$ cat src/rtl/dws_pkg.sv
// Shared types, constants and elaboration-time functions for the damped
// wave stencil cell. Used by every module of the block; depends on nothing.
package dws_pkg;

  localparam int CFG_IDX_W  = 8;
  localparam int CFG_DATA_W = 24;

  // Configuration register indexes.
  localparam logic [CFG_IDX_W-1:0] REG_COURANT_A = 8'd0;
  localparam logic [CFG_IDX_W-1:0] REG_COURANT_B = 8'd1;
  localparam logic [CFG_IDX_W-1:0] REG_DAMP_A    = 8'd2;
  localparam logic [CFG_IDX_W-1:0] REG_DAMP_B    = 8'd3;
  localparam logic [CFG_IDX_W-1:0] REG_STIFF_A   = 8'd4;
  localparam logic [CFG_IDX_W-1:0] REG_STIFF_B   = 8'd5;
  localparam logic [CFG_IDX_W-1:0] REG_DAMP_SIDE = 8'd6;
  localparam logic [CFG_IDX_W-1:0] REG_STIFF_SIDE = 8'd7;

  // Reset values of the coefficient registers.
  localparam logic [15:0] RST_COURANT_A  = 16'd1311;
  localparam logic [15:0] RST_COURANT_B  = 16'd655;
  localparam logic [23:0] RST_DAMP_A     = 24'd34;
  localparam logic [23:0] RST_DAMP_B     = 24'd4194;
  localparam logic [23:0] RST_STIFF_A    = 24'd0;
  localparam logic [23:0] RST_STIFF_B    = 24'd17;
  localparam logic [23:0] RST_DAMP_SIDE  = 24'd1678;
  localparam logic [23:0] RST_STIFF_SIDE = 24'd8389;

  // Fixed coefficients of the top and bottom absorbing edges.
  localparam logic [23:0] TOPBOT_DAMP  = 24'd17;
  localparam logic [23:0] TOPBOT_STIFF = 24'd0;

  // Saturation limit, 10.0 in Q5.18.
  localparam logic signed [63:0] VMAX_Q = 64'sd2621440;

  // Half-LSB biases for round half up after the final shift.
  localparam logic signed [63:0] RND_INTERIOR = 64'sd2147483648;
  localparam logic signed [63:0] RND_EDGE     = 64'sd8388608;

  localparam logic [63:0] ONE_Q30     = 64'd1073741824;
  localparam logic [63:0] HALF_PI_Q30 = 64'd1686629713;

  typedef enum logic [1:0] {
    KIND_INTERIOR = 2'd0,
    KIND_TOPBOT   = 2'd1,
    KIND_SIDE     = 2'd2,
    KIND_DRIVEN   = 2'd3
  } edge_kind_t;

  typedef struct packed {
    logic [15:0] courant_a;
    logic [15:0] courant_b;
    logic [23:0] damp_a;
    logic [23:0] damp_b;
    logic [23:0] stiff_a;
    logic [23:0] stiff_b;
    logic [23:0] damp_side;
    logic [23:0] stiff_side;
  } coef_t;

  // Clamp a wide signed value to plus or minus 10.0 in Q5.18.
  function automatic logic signed [22:0] sat10(input logic signed [63:0] v);
    logic signed [22:0] r;
    if (v > VMAX_Q) begin
      r = 23'(VMAX_Q);
    end else if (v < -VMAX_Q) begin
      r = 23'(-VMAX_Q);
    end else begin
      r = 23'(v);
    end
    return r;
  endfunction

  // Sine of an angle in Q32 turns, Q5.18 result. Quadrant folding and an
  // odd Taylor series of degree 11 in Q30. Only evaluated at elaboration.
  function automatic logic signed [22:0] sine_from_angle(input logic [63:0] ang);
    logic [1:0]  q;
    logic [63:0] r;
    logic [63:0] x;
    logic [63:0] x2;
    logic [63:0] t;
    logic [63:0] s;
    logic [63:0] v;
    logic signed [22:0] res;
    q  = ang[31:30];
    r  = {34'd0, ang[29:0]};
    if (q[0]) begin
      r = ONE_Q30 - r;
    end
    x  = (r * HALF_PI_Q30) >> 30;
    x2 = (x * x) >> 30;
    t  = ONE_Q30;
    t  = ONE_Q30 - ((x2 * t) >> 30) / 64'd110;
    t  = ONE_Q30 - ((x2 * t) >> 30) / 64'd72;
    t  = ONE_Q30 - ((x2 * t) >> 30) / 64'd42;
    t  = ONE_Q30 - ((x2 * t) >> 30) / 64'd20;
    t  = ONE_Q30 - ((x2 * t) >> 30) / 64'd6;
    s  = (x * t) >> 30;
    v  = (s + 64'd2048) >> 12;
    res = 23'(v);
    if (q[1]) begin
      res = -res;
    end
    return res;
  endfunction

endpackage

$ cat src/rtl/dws_cfg_regs.sv
// Coefficient register file of the damped wave stencil cell.
// Depends on dws_pkg for register indexes, reset values and coef_t.
module dws_cfg_regs (
  input  logic                              clk,
  input  logic                              rst,
  input  logic                              cfg_valid,
  output logic                              cfg_ready,
  input  logic [dws_pkg::CFG_IDX_W-1:0]     cfg_index,
  input  logic [dws_pkg::CFG_DATA_W-1:0]    cfg_data,
  output dws_pkg::coef_t                    coef
);

  // Writes are always taken; an index outside the list is dropped.
  assign cfg_ready = 1'b1;

  always_ff @(posedge clk) begin
    if (rst) begin
      coef.courant_a  <= dws_pkg::RST_COURANT_A;
      coef.courant_b  <= dws_pkg::RST_COURANT_B;
      coef.damp_a     <= dws_pkg::RST_DAMP_A;
      coef.damp_b     <= dws_pkg::RST_DAMP_B;
      coef.stiff_a    <= dws_pkg::RST_STIFF_A;
      coef.stiff_b    <= dws_pkg::RST_STIFF_B;
      coef.damp_side  <= dws_pkg::RST_DAMP_SIDE;
      coef.stiff_side <= dws_pkg::RST_STIFF_SIDE;
    end else if (cfg_valid) begin
      unique case (cfg_index)
        dws_pkg::REG_COURANT_A:  coef.courant_a  <= cfg_data[15:0];
        dws_pkg::REG_COURANT_B:  coef.courant_b  <= cfg_data[15:0];
        dws_pkg::REG_DAMP_A:     coef.damp_a     <= cfg_data;
        dws_pkg::REG_DAMP_B:     coef.damp_b     <= cfg_data;
        dws_pkg::REG_STIFF_A:    coef.stiff_a    <= cfg_data;
        dws_pkg::REG_STIFF_B:    coef.stiff_b    <= cfg_data;
        dws_pkg::REG_DAMP_SIDE:  coef.damp_side  <= cfg_data;
        dws_pkg::REG_STIFF_SIDE: coef.stiff_side <= cfg_data;
        default: begin
        end
      endcase
    end
  end

endmodule

$ cat config.mk
export PLATFORM = sky130hd
export DESIGN_NAME = dws_cfg_regs
export DESIGN_NICKNAME = d
export VERILOG_FILES = /design/src/rtl/dws_pkg.sv /design/src/rtl/dws_cfg_regs.sv
export SDC_FILE = /design/constraint.sdc
export NUM_CORES = 1
export LEC_CHECK = 0
export BUFFER_PORTS_ARGS = -buffer_cell sky130_fd_sc_hd__buf_2
export CORE_UTILIZATION = 52
export DETAILED_ROUTE_END_ITERATION = 16
export PLACE_DENSITY = 0.81
export REMOVE_ABC_BUFFERS = 1
export SLEW_MARGIN = 20
export SYNTH_ARGS = -nofsm -noshare
export SYNTH_HDL_FRONTEND = slang
export SYNTH_SLANG_ARGS = --single-unit
$ cat constraint.sdc
create_clock -name clk -period 2.1 [get_ports clk]
set_input_delay 0.105 -clock clk [delete_from_list [all_inputs] [get_ports clk]]
set_output_delay 0.105 -clock clk [all_outputs]
set_load 0.02 [all_outputs]
==> impl_results.md <==
* Synth cell types at 21
* Total CTS buffers at 17
* Drt wl/cell at 16.9 um
* Slew HR at 59.5%
* DR DRC count at 0
* Pin slew with the least headroom to its limit at 607 ps
* DR pass1 iterations at 4
* Worst-path maximum fanout at 15
* Cells after Synth at 627
* Status: finished clean
* Crit. Startpoint: cfg_index[5]
* Number of fill cells at 986
* Die H at 118 um
* Clock latency on the worst-skew pair at 430 ps
* IO Count at 212
* First-pass GRT wire length at 27400 um
* Core ar. at 0.0129 sq mm
* Reg with most FFs: coef
* TNS Setup at 0 ps
* Congestion Overflow GR at 0
* Fin crit share at 55.1%
* Most frequent cells in the layout: 209 x buf_2, 176 x mux2i_1, 176 x dfxtp_1
* Hold Startpoint: cfg_data[1]
* Register area share after synthesis at 50.4%
* Final WL at 17400 um
* Fmax at 0.865 GHz
* Starting density of the core at 54.3%
* Share of post-route cells with drive strength above 1 at 31.1%
* Post-CTS Setup Bufs at 0
* Area grow syn2layout at 27.4%
* Register bit total from synthesis at 176
* Clk pin slew, worst setup/hold paths at 60 ps
* Biggest regs: coef (176)
* Largest register FFs at 176
* CTS sink count at 176
* Largest net degree at the start of global routing at 66
* RSZ-0062 raised after global routing: no
* N_diodes at 0
* Leak Pwr at 0.00473 uW
* Commonest non-fill, non-tap cell in the layout: buf_2
* Yosys Warn Count at 0
* Non-filler cells, final at 1027
* Vias per cell at 5.01
* Iter 0 DRT Violations at 326
* CTS tree: built
* Worst ir drop on vdd at 0.445 mV
* Clock skew at 0 ps
* Htree depth at 4
* CP Launch Type: primary input
* Remaining antenna violation count at 0
* CP Capture Type: flip-flop
* Placed Instances at 983
* Max-cap violations at 0
* Final setup fails at 0
* Slew Limit Fails at 0
* Worst Path Required at 2400 ps
* DP HPWL at 12300 um
* GRT Total Usage at 25.4%
* I/O Buffers at 210
* Vias at 5147
* Nets at 877
* Mapped Avg Cell Area at 11.1 sq um
* GP Congestion at 0.800
* Die area at 0.0139 sq mm
* Initial antenna violation count at 0
* WS Path Type: primary input to flip-flop
* Pwr per Cell Area at 766 mW/mm^2
* Hold Fails Final Rpt at 0
* CTS max path bufs at 2
* Critical path data arrival time at 1460 ps
* Die width at 118 um
* Standard-cell row count at 41
* Mapped Area at 0.00699 sq mm
* HP Class: primary input to flip-flop
* Reg2reg start: coef[31]$_SDFFE_PP1P_
* Clk root buf: clkbuf_16
* Minimum clock period at 1160 ps
* Vias in the first global route at 5242
cell usage after synthesis:
| cell | count | share of area (%) |
|---|---|---|
| and2b_1 | 1 | 0.11 |
| buf_4 | 7 | 0.75 |
| dfxtp_1 | 176 | 50 |
| buf_6 | 8 | 1.3 |
| clkbuf_1 | 21 | 1.1 |
| conb_1 | 1 | 0.054 |
| and3_1 | 3 | 0.27 |
| nand4_4 | 2 | 0.61 |
| nor2_1 | 46 | 2.5 |
| buf_1 | 3 | 0.16 |
| nand2b_1 | 168 | 15 |
| mux2i_1 | 176 | 25 |
| nand3_1 | 1 | 0.072 |
| buf_2 | 4 | 0.29 |
| nor3b_4 | 1 | 0.27 |
| nor2b_1 | 1 | 0.090 |
| and3b_1 | 1 | 0.13 |
| nor4_4 | 1 | 0.30 |
| nand3_2 | 2 | 0.29 |
| buf_12 | 1 | 0.29 |
| nand3_4 | 3 | 0.75 |
path summary, 6_finish.rpt:
| check | endpoint | slack [ps] | cells past startpoint |
|---|---|---|---|
| setup / recovery | coef[46]$_SDFFE_PP0P_ | 940 | 6 |
| hold / removal | coef[97]$_SDFFE_PP1P_ | 30 | 3 |
| setup reg to reg | coef[31]$_SDFFE_PP1P_ | 1380 | 2 |
| hold reg to reg | coef[135]$_SDFFE_PP0P_ | 470 | 2 |
report_power, final:
group | internal [uW] | switching (uW)
combinational | 126 | 152
sequential | 3340 | 2.29
clock | 1930 | 1260
total | 5400 | 1420
metal layers:
layer	global-route usage [%]	up-vias	wire, um
li1	-	2499	-
met1	30.2	2452	7550
met2	42.9	167	8390
met3	7.80	29	1020
met4	9.46	0	413
met5	0	-	0
cell type report:
type | instances | area (sq um) | share of cell area [%]
sequential | 176 | 3520 | 39.6
multi-input combinational | 407 | 3190 | 35.8
timing repair buffer | 240 | 1370 | 15.4
clock buffer | 22 | 464 | 5.22
tap | 172 | 215 | 2.42
clock inverter | 10 | 135 | 1.52
per-stage QoR:
step	setup slack (ps)	hold WS [ps]	area [sq um]	util [%]	total power (uW)
after global placement	552	377	8180	63.5	3670
after CTS	955	21.7	8900	69.1	6860
after global routing	874	45.5	8900	69.1	7030
after floorplan	174	261	6710	-	3540
after detailed placement	499	394	8180	63.5	3680
final	944	31.7	8900	69.1	6820
logic make-up after synthesis:
logic type	share of synthesized area, %
buffers and inverters	3.90
multiplexers	25.2
other	0.0537
flip-flops	50.4
AND/OR/NAND/NOR	20.4
worst max-delay path, stage by stage:
cell and delay [ps]:
buf_2 110, nor4_4 250, buf_4 270, nand4_4 300, buf_12 270, mux2i_1 130
what timing repair did:
action,4_1_cts,5_1_grt
hold endpoints to repair,24,0
hold buffers,12,0
gates resized for setup,0,0
Note: power is estimated with default switching activity, not from simulation.
